==> src/sv/assert_macros.svh <==
// ----------------------------------------------------------------------------
// assert_macros.svh
// shared assertion macros for the line rasterizer
// ----------------------------------------------------------------------------
`ifndef ASSERT_MACROS_SVH
`define ASSERT_MACROS_SVH

// plain property, checked while out of reset
`define ASSERT_ALWAYS(label, clk, rst, prop, msg) \
  label: assert property (@(posedge clk) disable iff (rst) (prop)) else $error(msg);

// same-cycle implication
`define ASSERT_IMPL(label, clk, rst, ante, cons, msg) \
  label: assert property (@(posedge clk) disable iff (rst) (ante) |-> (cons)) \
    else $error(msg);

// next-cycle implication
`define ASSERT_NEXT(label, clk, rst, ante, cons, msg) \
  label: assert property (@(posedge clk) disable iff (rst) (ante) |=> (cons)) \
    else $error(msg);

`endif

==> src/sv/dda_pkg.sv <==
// ----------------------------------------------------------------------------
// dda_pkg
// shared types and constants of the dda line rasterizer
// ----------------------------------------------------------------------------
`timescale 1ns / 1ps

package dda_pkg;

  localparam int COORD_INT_BITS    = 11;
  localparam int IN_FRAC_BITS      = 8;
  localparam int COORD_BITS        = COORD_INT_BITS + IN_FRAC_BITS;
  localparam int POS_FRAC_BITS_DEF = 16;
  localparam int WIDTH_BITS        = 12;
  localparam int INDEX_BITS        = 22;
  localparam int COLOR_BITS        = 32;
  localparam int QUEUE_DEPTH       = 2;

  localparam logic [WIDTH_BITS-1:0] WIDTH_RESET = WIDTH_BITS'(640);

  typedef enum logic {
    OP_LOAD = 1'b0,
    OP_STEP = 1'b1
  } opcode_t;

  typedef struct packed {
    opcode_t                opcode;
    logic [COORD_BITS-1:0]  start_x;
    logic [COORD_BITS-1:0]  start_y;
    logic [COORD_BITS-1:0]  end_x;
    logic [COORD_BITS-1:0]  end_y;
    logic [COLOR_BITS-1:0]  pen_color;
  } in_item_t;

  typedef struct packed {
    logic [INDEX_BITS-1:0]  pixel_index;
    logic [COLOR_BITS-1:0]  pixel_color;
    logic                   last_pixel;
  } out_item_t;

endpackage

==> src/sv/dda_line_rasterizer_unit.sv <==
// ----------------------------------------------------------------------------
// dda_line_rasterizer_unit
// dda line rasterizer: load a line, then one pixel write per step command
// ----------------------------------------------------------------------------
//  channel   handshake                      payload
//  input     push / full                    item   (in_item_t)
//  result    pop / empty                    result (out_item_t)
//  config    cfg_valid / cfg_ready          cfg_data (image width)
//
//  a step of an active line is taken only while the result queue has room
//  a load of a line longer than 1.0 holds the engine in the divide state
//  until both bit-serial increment divides are done; a short line skips them
//  a step while no line is active is consumed and gives no result
//  reset empties both queues, leaves no line active, sets the width to 640
//  a full result queue stalls pixel steps; the input queue keeps taking items
// ----------------------------------------------------------------------------
`timescale 1ns / 1ps

module dda_line_rasterizer_unit import dda_pkg::*; #(
  parameter int POS_FRAC_BITS = POS_FRAC_BITS_DEF,
  parameter int DEPTH         = QUEUE_DEPTH
) (
  input  logic                   clk,
  input  logic                   rst,
  input  logic                   push,
  input  in_item_t               item,
  output logic                   full,
  input  logic                   pop,
  output out_item_t              result,
  output logic                   empty,
  input  logic                   cfg_valid,
  output logic                   cfg_ready,
  input  logic [WIDTH_BITS-1:0]  cfg_data
);

  logic [WIDTH_BITS-1:0]  image_width;
  in_item_t               cmd;
  logic                   cmd_empty;
  logic                   cmd_pop;
  out_item_t              res_data;
  logic                   res_full;
  logic                   res_push;

  assign cfg_ready = 1'b1;

  always_ff @(posedge clk) begin
    if (rst) begin
      image_width <= WIDTH_RESET;
    end else if (cfg_valid && cfg_ready) begin
      image_width <= cfg_data;
    end
  end

  dda_fifo #(
    .item_t (in_item_t),
    .DEPTH  (DEPTH)
  ) u_cmd_q (
    .clk     (clk),
    .rst     (rst),
    .push    (push),
    .wr_data (item),
    .full    (full),
    .pop     (cmd_pop),
    .rd_data (cmd),
    .empty   (cmd_empty)
  );

  dda_core #(
    .POS_FRAC_BITS (POS_FRAC_BITS)
  ) u_core (
    .clk         (clk),
    .rst         (rst),
    .image_width (image_width),
    .cmd_valid   (!cmd_empty),
    .cmd         (cmd),
    .cmd_pop     (cmd_pop),
    .res_full    (res_full),
    .res_push    (res_push),
    .res_data    (res_data)
  );

  dda_fifo #(
    .item_t (out_item_t),
    .DEPTH  (DEPTH)
  ) u_res_q (
    .clk     (clk),
    .rst     (rst),
    .push    (res_push),
    .wr_data (res_data),
    .full    (res_full),
    .pop     (pop),
    .rd_data (result),
    .empty   (empty)
  );

endmodule

==> src/sv/dda_fifo.sv <==
// ----------------------------------------------------------------------------
// dda_fifo
// small synchronous queue between the front side, the engine and the output
// ----------------------------------------------------------------------------
`timescale 1ns / 1ps
`include "assert_macros.svh"

module dda_fifo import dda_pkg::*; #(
  parameter type item_t = logic,
  parameter int  DEPTH  = QUEUE_DEPTH
) (
  input  logic  clk,
  input  logic  rst,
  input  logic  push,
  input  item_t wr_data,
  output logic  full,
  input  logic  pop,
  output item_t rd_data,
  output logic  empty
);

  localparam int AW = (DEPTH > 1) ? $clog2(DEPTH) : 1;
  localparam int CW = $clog2(DEPTH + 1);

  item_t          mem [DEPTH];
  logic [AW-1:0]  wr_ptr;
  logic [AW-1:0]  rd_ptr;
  logic [CW-1:0]  count;
  logic           wr;
  logic           rd;

  assign full    = (count == CW'(DEPTH));
  assign empty   = (count == '0);
  assign wr      = push && !full;
  assign rd      = pop && !empty;
  assign rd_data = mem[rd_ptr];

  always_ff @(posedge clk) begin
    if (wr) begin
      mem[wr_ptr] <= wr_data;
    end
  end

  always_ff @(posedge clk) begin
    if (rst) begin
      wr_ptr <= '0;
      rd_ptr <= '0;
      count  <= '0;
    end else begin
      if (wr) begin
        wr_ptr <= (wr_ptr == AW'(DEPTH - 1)) ? '0 : wr_ptr + 1'b1;
      end
      if (rd) begin
        rd_ptr <= (rd_ptr == AW'(DEPTH - 1)) ? '0 : rd_ptr + 1'b1;
      end
      if (wr && !rd) begin
        count <= count + 1'b1;
      end else if (rd && !wr) begin
        count <= count - 1'b1;
      end
    end
  end

  `ASSERT_ALWAYS(a_fifo_bound, clk, rst, count <= CW'(DEPTH), "queue count beyond depth")
  `ASSERT_NEXT(a_fifo_grow, clk, rst, wr && !rd, count == CW'($past(count) + 1'b1), "queue count did not grow")

endmodule

==> src/sv/dda_div.sv <==
// ----------------------------------------------------------------------------
// dda_div
// restoring divider, one quotient bit per cycle, rounds increment to nearest
// ----------------------------------------------------------------------------
`timescale 1ns / 1ps

module dda_div import dda_pkg::*; #(
  parameter int POS_FRAC_BITS = POS_FRAC_BITS_DEF
) (
  input  logic                     clk,
  input  logic                     rst,
  input  logic                     start,
  input  logic [COORD_BITS-1:0]    mag,
  input  logic [COORD_BITS-1:0]    major,
  output logic                     busy,
  output logic                     done,
  output logic [POS_FRAC_BITS:0]   quo
);

  localparam int QB = POS_FRAC_BITS + 1;
  localparam int CB = COORD_BITS;
  localparam int NW = CB + QB + 1;
  localparam int CW = $clog2(QB + 1);

  logic [NW-1:0]  num;
  logic [CB:0]    rem;
  logic [CB:0]    dvs;
  logic [QB-1:0]  shreg;
  logic [CW-1:0]  cnt;
  logic [CB+1:0]  trial;
  logic           ge;

  // (2*mag*2^pf + major) / (2*major)
  assign num   = (NW'(mag) << QB) + NW'(major);
  assign trial = {rem, shreg[QB-1]};
  assign ge    = (trial >= (CB+2)'(dvs));
  assign quo   = shreg;

  always_ff @(posedge clk) begin
    if (start) begin
      rem   <= (CB+1)'(num >> QB);
      shreg <= num[QB-1:0];
      dvs   <= {major, 1'b0};
    end else if (busy) begin
      rem   <= ge ? (CB+1)'(trial - (CB+2)'(dvs)) : (CB+1)'(trial);
      shreg <= {shreg[QB-2:0], ge};
    end
  end

  always_ff @(posedge clk) begin
    if (rst) begin
      busy <= 1'b0;
      done <= 1'b0;
      cnt  <= '0;
    end else begin
      done <= busy && (cnt == CW'(1));
      if (start) begin
        busy <= 1'b1;
        cnt  <= CW'(QB);
      end else if (busy) begin
        cnt <= cnt - 1'b1;
        if (cnt == CW'(1)) begin
          busy <= 1'b0;
        end
      end
    end
  end

endmodule

==> src/sv/dda_core.sv <==
// ----------------------------------------------------------------------------
// dda_core
// back end: takes load and step commands, runs the divide, walks the line
// ----------------------------------------------------------------------------
`timescale 1ns / 1ps
`include "assert_macros.svh"

module dda_core import dda_pkg::*; #(
  parameter int POS_FRAC_BITS = POS_FRAC_BITS_DEF
) (
  input  logic                   clk,
  input  logic                   rst,
  input  logic [WIDTH_BITS-1:0]  image_width,
  input  logic                   cmd_valid,
  input  in_item_t               cmd,
  output logic                   cmd_pop,
  input  logic                   res_full,
  output logic                   res_push,
  output out_item_t              res_data
);

  localparam int PB    = COORD_INT_BITS + POS_FRAC_BITS + 1;
  localparam int IB    = POS_FRAC_BITS + 2;
  localparam int DB    = COORD_BITS + 1;
  localparam int SHIFT = POS_FRAC_BITS - IN_FRAC_BITS;
  localparam int PXB   = COORD_INT_BITS;
  localparam int MB    = WIDTH_BITS + PXB;

  localparam logic signed [PB:0]     ONE_POS   = (PB+1)'(1) << POS_FRAC_BITS;
  localparam logic [COORD_BITS-1:0]  COORD_ONE = COORD_BITS'(1) << IN_FRAC_BITS;

  typedef enum logic [1:0] {
    ST_RUN = 2'b01,
    ST_DIV = 2'b10
  } state_t;

  state_t                   state;
  logic                     active;
  logic signed [PB-1:0]     pos_x;
  logic signed [PB-1:0]     pos_y;
  logic signed [IB-1:0]     inc_x;
  logic signed [IB-1:0]     inc_y;
  logic [COORD_BITS-1:0]    target_x;
  logic [COORD_BITS-1:0]    target_y;
  logic [COLOR_BITS-1:0]    line_color;
  logic                     neg_x;
  logic                     neg_y;

  logic signed [DB-1:0]     dx;
  logic signed [DB-1:0]     dy;
  logic [DB-1:0]            abs_dx;
  logic [DB-1:0]            abs_dy;
  logic [COORD_BITS-1:0]    ax;
  logic [COORD_BITS-1:0]    ay;
  logic [COORD_BITS-1:0]    major;
  logic                     long_line;

  logic signed [PB-1:0]     pnx;
  logic signed [PB-1:0]     pny;
  logic signed [PB:0]       tgt_x_w;
  logic signed [PB:0]       tgt_y_w;
  logic signed [PB:0]       ddx;
  logic signed [PB:0]       ddy;
  logic                     far_next;
  logic [PXB-1:0]           px;
  logic [PXB-1:0]           py;
  logic [MB-1:0]            prod;

  logic                     div_start;
  logic                     dvx_busy;
  logic                     dvy_busy;
  logic                     dvx_done;
  logic                     dvy_done;
  logic [POS_FRAC_BITS:0]   quo_x;
  logic [POS_FRAC_BITS:0]   quo_y;

  // load side
  assign dx        = $signed({1'b0, cmd.end_x}) - $signed({1'b0, cmd.start_x});
  assign dy        = $signed({1'b0, cmd.end_y}) - $signed({1'b0, cmd.start_y});
  assign abs_dx    = dx[DB-1] ? DB'(-dx) : DB'(dx);
  assign abs_dy    = dy[DB-1] ? DB'(-dy) : DB'(dy);
  assign ax        = abs_dx[COORD_BITS-1:0];
  assign ay        = abs_dy[COORD_BITS-1:0];
  assign major     = (ax > ay) ? ax : ay;
  assign long_line = (ax > COORD_ONE) || (ay > COORD_ONE);

  // step side
  assign pnx      = pos_x + PB'(inc_x);
  assign pny      = pos_y + PB'(inc_y);
  assign tgt_x_w  = $signed((PB+1)'(target_x) << SHIFT);
  assign tgt_y_w  = $signed((PB+1)'(target_y) << SHIFT);
  assign ddx      = tgt_x_w - (PB+1)'(pnx);
  assign ddy      = tgt_y_w - (PB+1)'(pny);
  assign far_next = (ddx > ONE_POS) || (ddx < -ONE_POS) ||
                    (ddy > ONE_POS) || (ddy < -ONE_POS);

  // negative position clamps to pixel zero
  assign px   = pos_x[PB-1] ? '0 : pos_x[PB-2:POS_FRAC_BITS];
  assign py   = pos_y[PB-1] ? '0 : pos_y[PB-2:POS_FRAC_BITS];
  assign prod = MB'(py) * MB'(image_width);

  assign res_data.pixel_index = prod[INDEX_BITS-1:0] + INDEX_BITS'(px);
  assign res_data.pixel_color = line_color;
  assign res_data.last_pixel  = !far_next;

  always_comb begin
    cmd_pop   = 1'b0;
    res_push  = 1'b0;
    div_start = 1'b0;
    unique case (state)
      ST_RUN: begin
        if (cmd_valid) begin
          if (cmd.opcode == OP_LOAD) begin
            cmd_pop   = 1'b1;
            div_start = long_line;
          end else if (!active) begin
            cmd_pop = 1'b1;
          end else if (!res_full) begin
            cmd_pop  = 1'b1;
            res_push = 1'b1;
          end
        end
      end
      ST_DIV: begin
      end
      default: begin
      end
    endcase
  end

  dda_div #(
    .POS_FRAC_BITS (POS_FRAC_BITS)
  ) u_div_x (
    .clk   (clk),
    .rst   (rst),
    .start (div_start),
    .mag   (ax),
    .major (major),
    .busy  (dvx_busy),
    .done  (dvx_done),
    .quo   (quo_x)
  );

  dda_div #(
    .POS_FRAC_BITS (POS_FRAC_BITS)
  ) u_div_y (
    .clk   (clk),
    .rst   (rst),
    .start (div_start),
    .mag   (ay),
    .major (major),
    .busy  (dvy_busy),
    .done  (dvy_done),
    .quo   (quo_y)
  );

  always_ff @(posedge clk) begin
    if (cmd_pop && (cmd.opcode == OP_LOAD)) begin
      pos_x      <= PB'(cmd.start_x) << SHIFT;
      pos_y      <= PB'(cmd.start_y) << SHIFT;
      target_x   <= cmd.end_x;
      target_y   <= cmd.end_y;
      line_color <= cmd.pen_color;
      neg_x      <= dx[DB-1];
      neg_y      <= dy[DB-1];
    end else if (res_push) begin
      pos_x <= pnx;
      pos_y <= pny;
    end
    if (dvx_done) begin
      inc_x <= neg_x ? -$signed(IB'(quo_x)) : $signed(IB'(quo_x));
      inc_y <= neg_y ? -$signed(IB'(quo_y)) : $signed(IB'(quo_y));
    end
  end

  always_ff @(posedge clk) begin
    if (rst) begin
      state  <= ST_RUN;
      active <= 1'b0;
    end else begin
      unique case (state)
        ST_RUN: begin
          if (cmd_pop && (cmd.opcode == OP_LOAD)) begin
            active <= long_line;
            if (long_line) begin
              state <= ST_DIV;
            end
          end else if (res_push) begin
            active <= far_next;
          end
        end
        ST_DIV: begin
          if (dvx_done && dvy_done) begin
            state <= ST_RUN;
          end
        end
        default: begin
          state <= ST_RUN;
        end
      endcase
    end
  end

  `ASSERT_IMPL(a_core_div_hold, clk, rst, state == ST_DIV, !cmd_pop && !res_push, "command taken during divide")
  `ASSERT_IMPL(a_core_div_free, clk, rst, div_start, !dvx_busy && !dvy_busy, "divide started while busy")
  `ASSERT_NEXT(a_core_last_idle, clk, rst, res_push && res_data.last_pixel, !active, "line still active after last pixel")

endmodule

==> config.mk <==
export PLATFORM = sky130hd
export DESIGN_NAME = dda_line_rasterizer_unit
export DESIGN_NICKNAME = d
export VERILOG_FILES = /design/src/sv/dda_pkg.sv /design/src/sv/dda_line_rasterizer_unit.sv /design/src/sv/dda_fifo.sv /design/src/sv/dda_div.sv /design/src/sv/dda_core.sv
export VERILOG_INCLUDE_DIRS = /design/src /design/src/sv
export SDC_FILE = /design/constraint.sdc
export NUM_CORES = 2
export LEC_CHECK = 0
export BUFFER_PORTS_ARGS = -buffer_cell sky130_fd_sc_hd__buf_2
export CELL_PAD_IN_SITES_DETAIL_PLACEMENT = 2
export CELL_PAD_IN_SITES_GLOBAL_PLACEMENT = 2
export CORE_MARGIN = 3
export CORE_UTILIZATION = 38
export DETAILED_ROUTE_END_ITERATION = 16
export GPL_TIMING_DRIVEN = 0
export PLACE_DENSITY = 0.76
export SLEW_MARGIN = 10
export SYNTH_ARGS = -nofsm -noshare
export SYNTH_HDL_FRONTEND = slang
export SYNTH_SLANG_ARGS = --single-unit
==> constraint.sdc <==
create_clock -name clk -period 8.3 [get_ports clk]
set_clock_uncertainty 0.15 [all_clocks]
set_input_delay 0.83 -clock clk [delete_from_list [all_inputs] [get_ports clk]]
set_output_delay 0.83 -clock clk [all_outputs]
set_load 0.01 [all_outputs]
==> impl_metrics.csv <==
group,metric,value,unit
die,pin_count,184,
die,dieArea,109000,µm²
global_route,grt_overflow,0,
drt,wl,142000,µm
cts,cts_tree,"built",
yosys,synth_edf_count,567,
global_route,grt_max_degree,54,
cts,clkTransAtPathRegs,60,ps
setup_path,cp.arrival,8230,ps
yosys,syn_nets,4028,
timing,relSlewSlack,0.211,
finish,fillCellCount,10616,
setup_path,endpoint,"u_core.u_div_y.quo[2]",
cts,cts_max_level,3,
timing,max_freq,125,MHz
cts,clkLatencyLatePin,650,ps
yosys,synthArstFlopShare,0,
finish,ff_latch_area,18200,µm²
finish,layout_common_cells,"edfxtp_1, nand2_1, ha_1",
timing,timing.final.max_slew_violations,0,
timing,setup_tns,0,ps
global_route,grt_first_pass_wirelength,212000,µm
drt,via_per_inst,5.68,
finish,fin_cells,5266,
finish,multiInputGateArea,20500,µm²
timing,fin_crit_sh,0.962,
setup_path,rr_worst_depth,27,
yosys,yosysWarnings,0,
yosys,synth.avg_cell_area,11.3,µm²
setup_path,r2r_end,"u_core.u_div_y.quo[2]",
yosys,synth_area,39800,µm²
finish,syn_to_final_growth,15.1,%
die,die_x,330,µm
finish,final_common_cell,"edfxtp_1",
hold_path,hold_path_depth,1,
finish,stdcell_area,45900,µm²
setup_path,crit_path_max_fanout,10,
timing,min_period,7980,ps
yosys,synth_ff_type,"edfxtp_1",
die,fp.dieH,330,µm
setup_path,r2r_setup_slack,320,ps
setup_path,cp_slowest_cell,"mux2i_2",
drt,drtAntennaViolNets,0,
setup_path,crit_family,"compound AO/OA/AOI/OAI gates",
drt,vias,29916,
setup_path,path_common_cell,"a21o_1",
finish,drive_above_1_share,0.154,
drt,drtPass1Iterations,5,
timing,hold_viol_final,0,
global_route,antenna_found_initial,8,
global_route,grt_pass1_vias,32880,
placement,placedCellCount,5110,
timing,grt_setup_unrepaired,"false",
die,start_util,0.384,
outcome,status,"completed",
placement,globalplace.congestion,0.854,
drt,first_iter_violations,1875,
cts,cts.sinks,624,
hold_path,hold_path.class,"in2reg",
setup_path,cp.depth,27,
drt,wire_per_inst,26.9,µm
placement,dp_hpwl,109000,µm
cts,cts-root-buf,"clkbuf_16",
yosys,synth_cell_types,98,
setup_path,crit_buf_inv,6,
cts,holdBufCountCts,0,
timing,worst_slew_pin_slew,1180,ps
die,num_rows,118,
cts,cts_inserted_buffers,80,
placement,placed_area,42800,µm²
drt,drc,0,
global_route,track_usage,0.259,
yosys,syn_inst,3535,
placement,io_buffers,180,
setup_path,cp_data_required_time,8550,ps
timing,setup_viol,0,
setup_path,startpoint_type,"register",
setup_path,crit_type,"reg2reg",
setup_path,critPathCaptureType,"register",
yosys,synth_seq_area_share,0.456,
finish,layout.nets,4313,
run,maxCapViolCount,0,
setup_path,slowest_delay,550,ps
yosys,ys_ff_latch,624,
die,core_area,104000,µm²
cts,clockBufferDepth,3,
==> layout make-up <==
cell class,instances,area share
multi-input combinational,2536,0.447
sequential,624,0.396
clock buffer,103,0.0467
tap,1380,0.0377
timing repair buffer,206,0.0286
inverter,257,0.0211
buffer,115,0.0133
clock inverter,43,0.00906
antenna,2,0.000109
==> routing by layer <==
metal  part of all wire  track usage  wire length [µm]
met1               0.42        0.330             59700
met2               0.50        0.450             70600
met3              0.042       0.0327              5920
met4              0.039       0.0944              5460
met5            0.00025            0                36
==> through the flow <==
stage	hold slack, ps	setup slack (ps)	utilization
CTS	174	24.9	0.440
global placement	272	-4020	0.409
detailed placement	282	-2410	0.413
floorplan	271	641	-
finish	217	319	0.442
global route	188	5.61	0.442
==> cells in the mapped netlist, types with 43 or more instances <==
master    instances  area (µm²)
a21oi_1         161         806
nor3_1           69         345
xnor2_1         171        1500
nor2_1          168         631
fa_1            107        2140
o22ai_1          43         269
and2_1           70         438
nand2b_1         49         307
nand2_1         265         995
a21o_1           69         518
inv_1           255         957
xor2_1           83         727
ha_1            260        3250
dfxtp_1          57        1140
mux2i_1         141        1410
mux2_2          163        1840
clkbuf_1         89         334
edfxtp_1        567       17000
nand3_1          52         260
nor2b_1          46         288
o21ai_0         144         721
==> cell families after synthesis <==
kind of cell	count (synthesis)	synth area share
other cells	1	0.0000941
flops	624	0.456
mux	311	0.0835
fa+ha+maj	368	0.136
xor+xnor	254	0.0558
simple gates	910	0.117
compound gates	692	0.114
buf+inv	375	0.0379
==> flip-flops by register name, summed over array words and instances, names as in the netlist, 5 cells and up, named ones only <==
register and flops:
u_core.inc_x 18, u_core.target_x 19, u_core.u_div_y.cnt 5, u_core.u_div_x.cnt 5
u_core.inc_y 18, u_core.u_div_x.quo 17, u_core.pos_y 28, u_core.target_y 19
u_core.u_div_y.quo 17, u_core.line_color 32, u_cmd_q.mem 218, u_res_q.mem 110
u_core.pos_x 28, image_width 12, u_core.u_div_x.dvs 19, u_core.u_div_y.rem 20
u_core.u_div_x.rem 20
==> how the worst min path moves through the flow <==
stage | slack (ps) | to | start
global placement | 270 | u_res_q.mem[0][31] | u_core.line_color[30]
detailed placement | 280 | u_res_q.mem[1][24] | u_core.line_color[23]
floorplan | 270 | u_res_q.mem[0][10] | u_core.line_color[9]
global route | 190 | u_cmd_q.mem[0][55] | item[55]
finish | 220 | u_cmd_q.mem[0][55] | item[55]
CTS | 170 | u_cmd_q.mem[1][89] | item[89]
==> timing repair <==
item | CTS | global route
setup buffers | 4 | 7
resized for setup | 59 | 46
cloned | 0 | 0
endpoints found under the setup margin | 194 | 94
pin swaps | 5 | 4
==> worst reg2reg max path: cells and delay by family (launching register included) <==
kind                       cells  cell delay, ps
AOI/OAI and AO/OA             12            2640
xor gates and xnor gates       1             430
adders and majority gates      3            1020
buffers and inverters          6            1810
DFF                            1             320
muxes                          3            1250
and+or+nand+nor                2             130
Power is not shown: default switching activity piles up to over one toggle a cycle in this logic, so the estimate is an artifact.
